<file path="src/rtl/kvi_pkg.sv">
// Shared widths, codes and interface types of the keyframe vector interpolator.
package kvi_pkg;

    localparam int DATA_W  = 32;
    localparam int SLOT_W  = 6;
    localparam int COUNT_W = 7;
    localparam int FRAC_W  = 16;
    localparam int BLEND_W = 17;
    localparam int PROD_W  = 51;

    localparam logic FUNC_WRITE = 1'b0;
    localparam logic FUNC_QUERY = 1'b1;

    localparam logic [BLEND_W-1:0] BLEND_ZERO = 17'h00000;
    localparam logic [BLEND_W-1:0] BLEND_ONE  = 17'h10000;
    localparam logic [COUNT_W-1:0] COUNT_RESET = 7'd1;
    localparam logic signed [PROD_W-1:0] MIX_HALF = 51'sd32768;

    typedef logic [2:0][DATA_W-1:0] vec_t;

    typedef struct packed {
        logic              start;
        logic [DATA_W-1:0] t0;
        logic [DATA_W-1:0] t1;
        logic [DATA_W-1:0] q;
    } blend_req_t;

    typedef struct packed {
        logic               done;
        logic [BLEND_W-1:0] factor;
    } blend_rsp_t;

    typedef struct packed {
        logic               start;
        logic [BLEND_W-1:0] factor;
        vec_t               a;
        vec_t               b;
    } mix_req_t;

    typedef struct packed {
        logic done;
        vec_t v;
    } mix_rsp_t;

endpackage

</file>
<file path="src/rtl/kvi_mix.sv">
// Linear blend unit: one shared multiplier walks the three vector components.
module kvi_mix (
    input  logic              clk,
    input  logic              rst_n,
    input  kvi_pkg::mix_req_t req,
    output kvi_pkg::mix_rsp_t rsp
);

    localparam int DW = kvi_pkg::DATA_W;
    localparam int PW = kvi_pkg::PROD_W;
    localparam int FW = kvi_pkg::FRAC_W;

    logic                     busy_reg, busy_next;
    logic [1:0]               cnt_reg, cnt_next;
    logic                     pvalid_reg, pvalid_next;
    logic [1:0]               pcnt_reg, pcnt_next;
    logic                     done_reg, done_next;
    logic signed [PW-1:0]     prod_reg, prod_next;
    kvi_pkg::vec_t            res_reg;

    logic signed [DW:0]       dsub;
    logic signed [kvi_pkg::BLEND_W:0] fac_s;

    always_comb
    begin
        dsub  = $signed({req.b[cnt_reg][DW-1], req.b[cnt_reg]})
              - $signed({req.a[cnt_reg][DW-1], req.a[cnt_reg]});
        fac_s = $signed({1'b0, req.factor});
        prod_next = dsub * fac_s + kvi_pkg::MIX_HALF;

        busy_next   = busy_reg;
        cnt_next    = cnt_reg;
        pvalid_next = 1'b0;
        pcnt_next   = pcnt_reg;
        done_next   = pvalid_reg && (pcnt_reg == 2'd2);

        if (req.start)
        begin
            busy_next = 1'b1;
            cnt_next  = 2'd0;
        end
        else if (busy_reg)
        begin
            pvalid_next = 1'b1;
            pcnt_next   = cnt_reg;
            if (cnt_reg == 2'd2)
            begin
                busy_next = 1'b0;
            end
            else
            begin
                cnt_next = cnt_reg + 1'b1;
            end
        end
    end

    always_ff @(posedge clk or negedge rst_n)
    begin
        if (!rst_n)
        begin
            busy_reg   <= 1'b0;
            cnt_reg    <= '0;
            pvalid_reg <= 1'b0;
            pcnt_reg   <= '0;
            done_reg   <= 1'b0;
        end
        else
        begin
            busy_reg   <= busy_next;
            cnt_reg    <= cnt_next;
            pvalid_reg <= pvalid_next;
            pcnt_reg   <= pcnt_next;
            done_reg   <= done_next;
        end
    end

    // A zero factor returns the lower key unchanged, whatever the upper key holds.
    always_ff @(posedge clk)
    begin
        prod_reg <= prod_next;
        if (pvalid_reg)
        begin
            if (req.factor == kvi_pkg::BLEND_ZERO)
            begin
                res_reg[pcnt_reg] <= req.a[pcnt_reg];
            end
            else
            begin
                res_reg[pcnt_reg] <= req.a[pcnt_reg] + prod_reg[FW+DW-1:FW];
            end
        end
    end

    assign rsp.done = done_reg;
    assign rsp.v    = res_reg;

endmodule

</file>
<file path="config.mk">
export PLATFORM = sky130hd
export DESIGN_NAME = kvi_mix
export DESIGN_NICKNAME = d
export VERILOG_FILES = /design/src/rtl/kvi_pkg.sv /design/src/rtl/kvi_mix.sv
export SDC_FILE = /design/constraint.sdc
export NUM_CORES = 2
export LEC_CHECK = 0
export BUFFER_PORTS_ARGS = -buffer_cell sky130_fd_sc_hd__buf_2
export CORE_UTILIZATION = 48
export DETAILED_ROUTE_END_ITERATION = 12
export PLACE_DENSITY = 0.68
export RECOVER_POWER = 50
export SYNTH_ARGS = -nofsm -noshare
export SYNTH_HDL_FRONTEND = slang
export SYNTH_SLANG_ARGS = --single-unit
export TNS_END_PERCENT = 10
</file>
<file path="constraint.sdc">
create_clock -name clk -period 11.5 [get_ports clk]
set_clock_uncertainty 0.15 [all_clocks]
set_input_delay 3.45 -clock clk [delete_from_list [all_inputs] [get_ports clk]]
set_output_delay 3.45 -clock clk [all_outputs]
set_load 0.005 [all_outputs]
</file>
==> reports/qor.json <==
{
  "antenna_found_initial": 8,
  "floorplan.die.height_um": 247,
  "via_per_inst": 5.28,
  "synth_top_area_cells": "fa_1 36%, edfxtp_1 10%, ha_1 9.0%, inv_1 7.7%, and2_1 6.2%",
  "synthCells": 3165,
  "post-synth-top-count-cell": "inv_1",
  "yosysSeqAreaShare": 0.129,
  "synth_top_area_frac": 0.360,
  "worst_setup_hold_path_clk_slew_ns": 0.06,
  "cap_violations": 5,
  "cp_max_fo": 9,
  "antenna_violating_nets_post_route": 0,
  "synth_edf_count": 96,
  "last_weighted_congestion_value_of_the_routability_driven_placer": 0.917,
  "grt_overflow": 0,
  "top_usage_layer": "met2",
  "post_synth_instance_area_sq_mm": 0.0287,
  "die_area_sq_mm": 0.0608,
  "share_of_post_route_cells_with_drive_strength_above_1": 0.212,
  "share_of_synthesized_cell_area_in_full_adder_half_adder_and_majority_cells": 0.450,
  "path_class": "in2reg",
  "post_route_setup_tns_ns": -0.0117,
  "worstSetupStartpointType": "primary input",
  "syn_area_per_cell_sq_um": 9.08,
  "critical-path-slowest-cell": "fa_1",
  "synthesis.nets": 4101,
  "fraction_of_synthesized_area_in_multiplexers": 0.0443,
  "rsz0062_at_grt": "yes",
  "synth_cell_type_count": 68,
  "synth_area_leader_cell": "fa_1",
  "drc": 0,
  "met1_track_utilization_from_global_routing": 0.380,
  "grt.met3_usage": 0.0468,
  "finalHoldViolations": 0,
  "dominantRegCellSynth": "edfxtp_1",
  "yosys_warnings": 0,
  "worst_pin_slew_ns": 2.84,
  "cts_tree": "yes",
  "worst_ep_arrival_time_ns": 11.69,
  "grt_pass1_wl_um": 132000,
  "wl_per_cell_um": 19.0,
  "status": "finished, violations left",
  "chipWidth_um": 247,
  "met2_usage": 0.467,
  "totalWireLength_um": 85200,
  "ioPinCount": 309,
  "worst_hold_startpoint": "busy_reg",
  "place_hpwl_um": 68400,
  "numCtsBuffers": 17,
  "via_count_of_the_first_global_routing_pass": 24100,
  "post_synth_most_frequent_cells": "589 x inv_1, 517 x fa_1, 332 x nand2_1",
  "slew_viol_final": 176,
  "timing.critical_path.required_ns": 11.68,
  "coreArea_sq_mm": 0.0590,
  "clk-insertion-delay-late_ns": 0.43,
  "async_s_r_ff_share_synth": 0.0519,
  "synth.ff_latch_count": 135,
  "syn_to_final_growth_pct": 20.5,
  "synth-compound-area-share": 0.0810,
  "hp-class": "reg2reg",
  "end_kind": "register",
  "first_iter_violations": 1393,
  "cts_root_buffer": "clkbuf_16",
  "relative_slew_slack": -0.896,
  "post_synth_xor_area_fraction": 0.0301,
  "crit_top_cell": "fa_1",
  "setup_viol": 1,
  "route.vias.total": 23600,
  "post-route-period-util": 1.00,
  "critical_path.max_stage_delay_ns": 0.55,
  "ctsLongestPathBuffers": 2,
  "grt_max_degree": 69,
  "cts_max_level": 4,
  "rows": 89,
  "postLayoutSetupSlackWorst_ns": -0.0117,
  "fmax_mhz": 86.9,
  "violations_in_the_final_reports": "capacitance limit, slew limit, setup timing",
  "grt_use_total": 0.282,
  "port_buffer_cells": 308,
  "cp_launch_point": "req[32]",
  "regToRegStartpoint": "cnt_reg[0]",
  "starting_utilization_of_the_core_area": 0.487,
  "detail_route.first_pass.iterations": 6,
  "layout_min_cycle_time_ns": 11.51,
  "synth_simple_gate_area_share": 0.168,
  "largest_register_ff_count": 96,
  "synth_top_family_by_area": "adder cells",
  "clock_sinks": 135,
  "design.final.nets": 4621
}
## cell type report
class	count	area, sq um
Antenna cell	3	7.51
Clock buffer	17	425
Clock inverter	15	188
Fill cell	5101	24400
Inverter	589	2210
Multi-Input combinational cell	2288	22900
Sequential cell	135	3700
Tap cell	773	967
Timing Repair Buffer	654	4230
## cell usage in the layout (no fill, tap or decap), types with 9 or more instances in the layout
master	count
nor2b_1	34
o211ai_1	9
dfxtp_1	32
a211o_1	9
and2_1	280
ha_4	9
buf_4	326
xnor2_1	62
a21o_1	43
nand2b_1	36
fa_2	15
o21bai_1	10
nand4_1	11
xor2_1	25
ha_1	196
a21oi_1	87
nand2_1	328
nor2_1	162
a211oi_1	18
nand3_1	20
buf_2	279
edfxtp_1	96
clkbuf_16	17
o21a_1	17
a21oi_2	12
or3_1	9
and3_1	11
inv_1	583
mux2i_1	112
o21ai_0	106
nor3_1	11
clkbuf_1	32
fa_1	502
## cell families after synthesis
group,count (synthesis)
compound gates,374
flops,135
mux,126
simple gates,967
fa+ha+maj,724
buf+inv,742
xor+xnor,97
## critical path: cells and delay by family
kind,cells,cell delay (ns)
XOR/XNOR,2,0.38
buffers and inverters,9,1.06
multiplexers,1,0.13
adder cells (fa/ha/maj),8,3.48
AO/OA/AOI/OAI,12,2.51
AND/OR/NAND/NOR,6,0.65
## worst paths after layout
check	end	slack [ns]	cells past startpoint
max	prod_reg[37]	-0.01	38
min	pvalid_reg	0.40	2
max reg2reg	prod_reg[37]	1.75	37
min reg2reg	pvalid_reg	0.40	2
max in group asynchronous	cnt_reg[0]	8.13	1
min in group asynchronous	done_reg	2.76	1
## per-stage QoR
step	worst slack, ns	utilization	cells	hold WS [ns]	area (sq um)
floorplan	-0.0851	-	3165	0.340	28800
global placement	-0.897	0.563	4414	0.382	33200
detailed placement	-0.913	0.563	4414	0.377	33200
CTS	0.00497	0.579	4455	0.397	34200
global route	-0.348	0.586	4474	0.461	34600
finish	-0.0117	0.586	4474	0.395	34600
## timing repair
action,CTS,global route
setup buffers,10,17
setup endpoints to repair,17,20
hold buffers,0,0
pin swaps,39,70
gates resized for setup,55,76
## routing by layer
layer | share of wire | routed length [um] | vias to the layer above
li1 | - | - | 10900
met1 | 0.42 | 36100 | 11700
met2 | 0.47 | 40200 | 949
met3 | 0.077 | 6600 | 105
met4 | 0.025 | 2150 | 8
met5 | 0.00060 | 51 | -
Power is left out: the tool's default activity adds up to more than one toggle a clock period on the data nets, which glitch-free logic cannot reach.
