**src/rtl/kvi_pkg.sv**
```systemverilog
// Shared widths, codes and interface types of the keyframe vector interpolator.
package kvi_pkg;

    localparam int DATA_W  = 32;
    localparam int SLOT_W  = 6;
    localparam int COUNT_W = 7;
    localparam int FRAC_W  = 16;
    localparam int BLEND_W = 17;
    localparam int PROD_W  = 51;

    localparam logic FUNC_WRITE = 1'b0;
    localparam logic FUNC_QUERY = 1'b1;

    localparam logic [BLEND_W-1:0] BLEND_ZERO = 17'h00000;
    localparam logic [BLEND_W-1:0] BLEND_ONE  = 17'h10000;
    localparam logic [COUNT_W-1:0] COUNT_RESET = 7'd1;
    localparam logic signed [PROD_W-1:0] MIX_HALF = 51'sd32768;

    typedef logic [2:0][DATA_W-1:0] vec_t;

    typedef struct packed {
        logic              start;
        logic [DATA_W-1:0] t0;
        logic [DATA_W-1:0] t1;
        logic [DATA_W-1:0] q;
    } blend_req_t;

    typedef struct packed {
        logic               done;
        logic [BLEND_W-1:0] factor;
    } blend_rsp_t;

    typedef struct packed {
        logic               start;
        logic [BLEND_W-1:0] factor;
        vec_t               a;
        vec_t               b;
    } mix_req_t;

    typedef struct packed {
        logic done;
        vec_t v;
    } mix_rsp_t;

endpackage

```
**src/rtl/kvi_blend.sv**
```systemverilog
// Blend factor unit: range checks and a 16-step restoring divider.
module kvi_blend (
    input  logic                clk,
    input  logic                rst_n,
    input  kvi_pkg::blend_req_t req,
    output kvi_pkg::blend_rsp_t rsp
);

    localparam int CNT_W = $clog2(kvi_pkg::FRAC_W + 1);
    localparam int DW    = kvi_pkg::DATA_W;

    typedef enum logic [3:0] {
        B_IDLE = 4'b0001,
        B_PREP = 4'b0010,
        B_CHK  = 4'b0100,
        B_DIV  = 4'b1000
    } bstate_t;

    bstate_t                      state_reg, state_next;
    logic signed [DW:0]           mid_reg, mid_next;
    logic [DW-1:0]                diff_reg, diff_next;
    logic [DW-1:0]                rem_reg, rem_next;
    logic [kvi_pkg::FRAC_W-1:0]   quo_reg, quo_next;
    logic [CNT_W-1:0]             cnt_reg, cnt_next;
    logic                         done_reg, done_next;
    logic [kvi_pkg::BLEND_W-1:0]  factor_reg, factor_next;

    logic                         dir;
    logic [DW:0]                  rem_sh;
    logic                         ge;

    always_comb
    begin
        dir    = req.t1 < req.t0;
        rem_sh = {rem_reg, 1'b0};
        ge     = rem_sh >= {1'b0, diff_reg};

        state_next  = state_reg;
        mid_next    = mid_reg;
        diff_next   = diff_reg;
        rem_next    = rem_reg;
        quo_next    = quo_reg;
        cnt_next    = cnt_reg;
        done_next   = 1'b0;
        factor_next = factor_reg;

        unique case (state_reg)
            B_IDLE:
            begin
                if (req.start)
                begin
                    state_next = B_PREP;
                end
            end
            B_PREP:
            begin
                // Keys out of order swap the roles of both ends.
                if (dir)
                begin
                    mid_next  = $signed({1'b0, req.t0}) - $signed({1'b0, req.q});
                    diff_next = req.t0 - req.t1;
                end
                else
                begin
                    mid_next  = $signed({1'b0, req.q}) - $signed({1'b0, req.t0});
                    diff_next = req.t1 - req.t0;
                end
                state_next = B_CHK;
            end
            B_CHK:
            begin
                if (diff_reg == '0 || mid_reg[DW] || mid_reg == '0)
                begin
                    factor_next = kvi_pkg::BLEND_ZERO;
                    done_next   = 1'b1;
                    state_next  = B_IDLE;
                end
                else if (mid_reg[DW-1:0] >= diff_reg)
                begin
                    factor_next = kvi_pkg::BLEND_ONE;
                    done_next   = 1'b1;
                    state_next  = B_IDLE;
                end
                else
                begin
                    rem_next   = mid_reg[DW-1:0];
                    quo_next   = '0;
                    cnt_next   = CNT_W'(kvi_pkg::FRAC_W);
                    state_next = B_DIV;
                end
            end
            B_DIV:
            begin
                rem_next = ge ? DW'(rem_sh - {1'b0, diff_reg}) : rem_sh[DW-1:0];
                quo_next = {quo_reg[kvi_pkg::FRAC_W-2:0], ge};
                cnt_next = cnt_reg - 1'b1;
                if (cnt_reg == CNT_W'(1))
                begin
                    factor_next = {1'b0, quo_next};
                    done_next   = 1'b1;
                    state_next  = B_IDLE;
                end
            end
            default:
            begin
                state_next = B_IDLE;
            end
        endcase
    end

    always_ff @(posedge clk or negedge rst_n)
    begin
        if (!rst_n)
        begin
            state_reg <= B_IDLE;
            done_reg  <= 1'b0;
            cnt_reg   <= '0;
        end
        else
        begin
            state_reg <= state_next;
            done_reg  <= done_next;
            cnt_reg   <= cnt_next;
        end
    end

    always_ff @(posedge clk)
    begin
        mid_reg    <= mid_next;
        diff_reg   <= diff_next;
        rem_reg    <= rem_next;
        quo_reg    <= quo_next;
        factor_reg <= factor_next;
    end

    assign rsp.done   = done_reg;
    assign rsp.factor = factor_reg;

endmodule

```
**config.mk**
```make
export PLATFORM = sky130hd
export DESIGN_NAME = kvi_blend
export DESIGN_NICKNAME = d
export VERILOG_FILES = /design/src/rtl/kvi_pkg.sv /design/src/rtl/kvi_blend.sv
export SDC_FILE = /design/constraint.sdc
export NUM_CORES = 1
export LEC_CHECK = 0
export ABC_AREA = 1
export BUFFER_PORTS_ARGS = -buffer_cell sky130_fd_sc_hd__buf_2
export CAP_MARGIN = 30
export CORE_UTILIZATION = 45
export CTS_BUF_LIST = sky130_fd_sc_hd__clkbuf_16
export CTS_CLUSTER_SIZE = 16
export DETAILED_ROUTE_END_ITERATION = 8
export GPL_TIMING_DRIVEN = 0
export PLACE_DENSITY = 0.6
export SLEW_MARGIN = 10
export SYNTH_ARGS = -nofsm -noshare
export SYNTH_HDL_FRONTEND = slang
export SYNTH_SLANG_ARGS = --single-unit
```
**constraint.sdc**
```tcl
create_clock -name clk -period 8.75 [get_ports clk]
set_input_delay 0.4375 -clock clk [delete_from_list [all_inputs] [get_ports clk]]
set_output_delay 0.4375 -clock clk [all_outputs]
set_load 0.05 [all_outputs]
```
==> impl_metrics.yaml, run 1 <==
run_status:
  outcome: "finished clean"
timing:
  fin_skew_ps: 14.7
  rsz0062_at_grt: "false"
  fin_crit_sh_pct: 34.5
  layout_setup_ws_ps: 5730
  fmax_mhz: 332
  holdWs_ps: 319
  hold_viol_final: 0
  fin_crit_ps: 3020
  setup_viol: 0
  fin_setup_tns_ps: 0
  report.final.slew_viol_count: 0
  max_slew_margin_pct: 40.5
  worst_pin_slew_ps: 892
clock_network:
  cts_tree: "built"
  clock_latency_ps: 430
  path_clk_slew_ps: 60
  ctsHoldBuffers: 1
  clkSinkCount: 139
  htreeDepth: 4
  cts-buffers-inserted: 17
  root_buffer: "clkbuf_16"
  clock_path_buffers: 2
  cts_resized: 0
  cts_setup_buffers: 0
logic_synthesis:
  syn_nets: 2873
  yosys-top-cells-area: "edfxtp_1, nand2_1, ha_1"
  synth_edf_count: 129
  synth_seq_area_share_pct: 24.3
  netlist_area_um2: 16900
  ys_async_sr_fraction_pct: 7.19
  syn_avg_cell_area_um2: 6.58
  yosys.cell_count.top_type: "nand2_1"
  synth_top_flop_cell: "edfxtp_1"
  synth_cell_types: 44
  yosysWarnings: 0
  ys_top_cells_by_count: "nand2_1, inv_1, a21oi_1, nor2_1, ha_1"
  synth_area_leader_cell: "edfxtp_1"
  synth_cells: 2576
  ys_ff_latch: 139
  synth_top_area_share_pct: 22.9
die:
  core_um2: 36900
  die_y_um: 196
  die_x_um: 196
  ioPinCount: 117
  dieArea_um2: 38400
  rows: 70
  initial_core_util_pct: 46.0
drt:
  via_count: 17400
  wl_um: 63000
  drt_iter0_drc: 1016
  wl_per_cell_um: 19.4
  drt_first_pass_iters: 8
  ant_nets: 0
  routed_via_density: 5.37
  drc: 0
cells_and_area:
  diodes: 0
  fillers: 3836
  final_nets: 3019
  drive_above_1_share_pct: 10.1
  fin_area_um2: 18800
  area_growth_pct: 10.9
  largest_reg_flops: 33
place:
  dpl_cell_area_um2: 18300
  globalplace.congestion: 1.07
  pre_cts_slack_ps: 5630
  portBuffers: 116
  place_hpwl_um: 54000
worst_setup_path:
  required_ps: 8860
  reg2reg_slack_ps: 5730
  path_max_fanout: 33
  cp.arrival_ps: 3130
  endpoint_kind: "flop"
  critPathLaunchType: "flop"
  critPathKind: "flop to flop"
power_and_ir_drop:
  leakage_nw: 9.62
  peakVddDrop_mv: 0.129
  powerDensity_nw_per_um2: 170
grt:
  track_usage_pct: 32.9
  grt_max_degree: 34
  antenna_found_initial: 1
  grt_pass1_vias: 17300
  grt_pass1_wl_um: 95200
  gr-total-overflow: 0
run:
  max_cap_viol_count: 0
hold_path:
  hp-class: "primary input to flop"
-- cells by family after synthesis --
| family | after synthesis | synth area share, % |
|---|---|---|
| fa+ha+maj | 198 | 14.8 |
| buf+inv | 397 | 9.72 |
| compound gates | 455 | 14.4 |
| flops | 139 | 24.3 |
| simple gates | 1289 | 31.6 |
| xor+xnor | 98 | 5.06 |
-- power breakdown --
| group | switching, mW | total [mW] | internal, mW |
|---|---|---|---|
| clock network | 0.284 | 0.645 | 0.360 |
| logic | 1.07 | 1.59 | 0.521 |
| registers | 0.0719 | 0.956 | 0.884 |
| total | 1.43 | 3.19 | 1.76 |
-- worst paths after layout --
| check | depth (start not counted) | endpoint | startpoint |
|---|---|---|---|
| setup / recovery | 11 | rem_reg[11] | mid_reg[31] |
| hold / removal | 3 | state_reg[1] | req[96] |
| setup reg to reg | 11 | rem_reg[11] | mid_reg[31] |
| hold reg to reg | 2 | cnt_reg[0] | cnt_reg[0] |
| max in group asynchronous | 2 | state_reg[0] | rst_n |
| min in group asynchronous | 2 | cnt_reg[1] | rst_n |
-- critical path, cell delays in order, from the launching register on --
cell,delay (ps)
edfxtp_1,550
ha_1,370
a21oi_1,140
o21ai_0,110
a21oi_1,160
nand3_1,90
nor2_1,80
nand2_1,120
nand2_1,180
nand2_1,200
inv_2,390
buf_12,270
-- layer usage --
layer  routed length (um)  GRT usage, %  vias to the layer above
met5                    0             0                        -
met4                 3780          19.3                        0
met2                30600          58.7                      587
met3                 2370          2.03                      166
met1                26200          39.2                     7983
li1                     -             -                     8642
-- placed cells by master, fill, tap and decap left out, types with 5 or more instances in the layout --
| cell | count |
|---|---|
| a21o_1 | 8 |
| a21oi_1 | 230 |
| buf_2 | 141 |
| buf_4 | 15 |
| buf_6 | 9 |
| clkbuf_1 | 5 |
| clkbuf_16 | 17 |
| clkbuf_2 | 28 |
| dfrtp_1 | 9 |
| edfxtp_1 | 129 |
| fa_1 | 5 |
| ha_1 | 193 |
| inv_1 | 317 |
| nand2_1 | 834 |
| nand2_2 | 21 |
| nand3_1 | 110 |
| nand3b_1 | 30 |
| nand4_1 | 33 |
| nor2_1 | 229 |
| nor2_2 | 7 |
| nor2_4 | 5 |
| nor3_1 | 5 |
| o21a_1 | 23 |
| o21ai_0 | 144 |
| o21ai_1 | 16 |
| o21bai_1 | 19 |
| xnor2_1 | 21 |
| xor2_1 | 77 |
-- through the flow --
stage	utilization (%)	total power, mW	cells
floorplan	-	2.04	2576
global placement	49.2	2.51	3196
detailed placement	49.5	2.53	3206
CTS	51.0	3.17	3239
global route	51.0	3.41	3239
finish	51.0	3.19	3239
-- final cells by class --
class                      instances  area (um^2)  share of cell area, %
sequential                       139         4130                   22.0
multi-input combinational       2040        11200                   59.5
clock inverter                    15          101                  0.539
timing repair buffer             127          677                   3.60
tap                              504          631                   3.36
buffer                            75          439                   2.34
clock buffer                      17          425                   2.26
inverter                         322         1210                   6.43
No activity file was read; power rests on OpenSTA's default activity.
==> run 2, diff against run 1 <==
- ABC_AREA: 1 -> 0
- PLACE_DENSITY: 0.6 -> 0.63
- clock period: 8.75 -> 2.5 ns (I/O delays scaled with it)
==> impl_metrics.yaml, run 2 <==
run_status:
  outcome: "finished, violations left"
  violations: "negative setup slack"
logic_synthesis:
  synth_edf_count: 129
  synth_cells: 1745
  ys_ff_latch: 139
  yosys.area_share.simple_pct: 14.4
  syn_nets: 2042
  synth_cell_types: 86
  synth_top_flop_cell: "edfxtp_1"
  ys_async_sr_fraction_pct: 7.19
  synth_area_leader_cell: "edfxtp_1"
  synth-xor-area-share_pct: 4.99
  yosysWarnings: 0
  ys_top_cells_by_count: "ha_1, a21oi_1, inv_1, edfxtp_1"
  synth_top_family_by_area: "compound AO/OA/AOI/OAI gates"
  netlist_area_um2: 14900
  synthAdderAreaFrac_pct: 16.9
  yosys-mux-area-fraction_pct: 3.30
  synth_compound_area_share_pct: 25.6
  synth_top_area_share_pct: 26.0
  yosys-top-cells-area: "edfxtp_1, ha_1, a21oi_1"
  syn_avg_cell_area_um2: 8.55
  yosys.cell_count.top_type: "ha_1"
  synth_seq_area_share_pct: 27.7
drt:
  ant_nets: 0
  via_count: 14400
  drt_iter0_drc: 1024
  wl_um: 52800
  drt_first_pass_iters: 5
  drc: 0
  routed_via_density: 5.84
  wl_per_cell_um: 21.5
timing:
  fin_setup_tns_ps: -45960
  fin_skew_ps: 12.8
  hold_viol_final: 0
  worst_pin_slew_ps: 865
  fin_crit_ps: 3020
  rsz0062_at_grt: "true"
  fmax_mhz: 331
  layout_setup_ws_ps: -520
  report.final.slew_viol_count: 0
  max_slew_margin_pct: 42.3
  setup_viol: 158
  fin_crit_sh_pct: 121
  holdWs_ps: 93.2
die:
  core_um2: 32600
  die_x_um: 184
  ioPinCount: 117
  rows: 66
  die_y_um: 184
  dieArea_um2: 33900
  initial_core_util_pct: 45.7
power_and_ir_drop:
  powerDensity_nw_per_um2: 535
  peakVddDrop_mv: 0.428
  leakage_nw: 8.99
  power_mw: 11.0
cells_and_area:
  diodes: 0
  final_nets: 2301
  final_cell_mix: "inv_1, ha_1, a21oi_1, edfxtp_1, buf_2"
  largest_reg_flops: 33
  area_growth_pct: 37.6
  drive_above_1_share_pct: 31.2
  final_common_cell: "inv_1"
grt:
  track_usage_pct: 30.7
  grt_pass1_vias: 14000
  grt_pass1_wl_um: 78800
  antenna_found_initial: 0
  grt_max_degree: 19
  gr-total-overflow: 0
clock_network:
  cts-buffers-inserted: 17
  path_clk_slew_ps: 60
  root_buffer: "clkbuf_16"
  cts_tree: "built"
  clock_latency_ps: 420
  clock_path_buffers: 2
  htreeDepth: 4
  clkSinkCount: 139
worst_setup_path:
  path_cells: "inv_2, ha_4, nor2b_1, o21a_1, o211a_1, o41a_1, nor3_4, o31ai_4, o41a_1, mux2i_1, nand2_1"
  worst_path_max_delay_cell: "o41a_1"
  critPathKind: "flop to flop"
  worstReg2RegEnd: "rem_reg[28]"
  slowest_delay_ps: 520
  endpoint: "rem_reg[28]"
  critPathLaunchType: "flop"
  reg2reg_depth: 11
  path_max_fanout: 5
  cp-startpoint: "diff_reg[2]"
  cp_common_cell: "o41a_1"
  endpoint_kind: "flop"
  cp.arrival_ps: 3180
  critPathTopFamily: "compound AO/OA/AOI/OAI gates"
  reg2reg_slack_ps: -520
  r2r_start: "diff_reg[2]"
  crit_cells: 11
  required_ps: 2660
  critical_path_buf_inv_count: 1
run:
  max_cap_viol_count: 0
hold_path:
  hp-class: "primary input to flop"
place:
  place_hpwl_um: 39500
  pre_cts_slack_ps: -1060
  portBuffers: 116
  globalplace.congestion: 0.928
run 2: cell types whose count changed after synthesis, sizes merged, moves of 30 or more:
cell,delta
a21o,+74
inv,-139
nand2,-731
nand3,-81
mux2i,+42
nor2,-159
and3,+30
xor2,-43
a21oi,-49
xnor2,+30
run 2: metrics by stage:
stage | util [%] | cell area, um^2 | instances
floorplan | - | 15100 | 1745
global placement | 49.9 | 16300 | 2303
detailed placement | 50.2 | 16400 | 2310
CTS | 59.5 | 19400 | 2436
global route | 62.9 | 20500 | 2459
finish | 62.9 | 20500 | 2459
run 2: area by class of cell:
cell class	count	area (um^2)
buffer	65	558
fill	2770	12100
multi-input combinational	1349	11900
clock buffer	18	450
tap	442	553
inverter	180	691
sequential	139	4130
timing repair buffer	252	2160
clock inverter	14	81.3
run 2: kinds of logic after synthesis:
| family | after synthesis |
|---|---|
| buf+inv | 257 |
| simple gates | 426 |
| fa+ha+maj | 198 |
| compound gates | 592 |
| flops | 139 |
| xor+xnor | 85 |
| mux | 48 |
run 2: worst min path at each step:
stage / startpoint / to / slack (ps) / cells past startpoint
finish: req[64] / diff_reg[0] / 90 / 3
global route: req[64] / diff_reg[0] / 90 / 3
CTS: req[64] / diff_reg[0] / 70 / 3
detailed placement: rst_n / cnt_reg[2] / 7 / 1
global placement: rst_n / cnt_reg[2] / 5 / 1
floorplan: rst_n / cnt_reg[0] / -170 / 0
run 2: report_power, final:
group | internal, mW | total [mW] | switching (mW)
Clock | 1.31 | 2.25 | 0.948
Sequential | 2.92 | 3.11 | 0.188
Combinational | 2.45 | 5.63 | 3.17
run 2: metal layers:
metal	track usage (%)	part of all wire, %	up-vias
met5	0	0	-
met4	13.8	4.5	0
li1	-	-	6884
met2	51.0	47	514
met1	40.1	44	6842
met3	3.43	5.0	117
run 2: worst reg2reg max path: stages (launching register included):
cell	delay (ps)
edfxtp_1	410
inv_2	110
ha_4	220
nor2b_1	130
o21a_1	180
o211a_1	240
o41a_1	520
nor3_4	270
o31ai_4	100
o41a_1	340
mux2i_1	190
nand2_1	70
run 2: what timing repair did:
item / CTS / global route
hold buffers: 2 / 0
setup endpoints to repair: 169 / 165
gates cloned: 12 / 4
buffers inserted: 89 / 37
endpoints found under the hold margin: 11 / 0
pin swaps: 113 / 88
resized for setup: 333 / 210
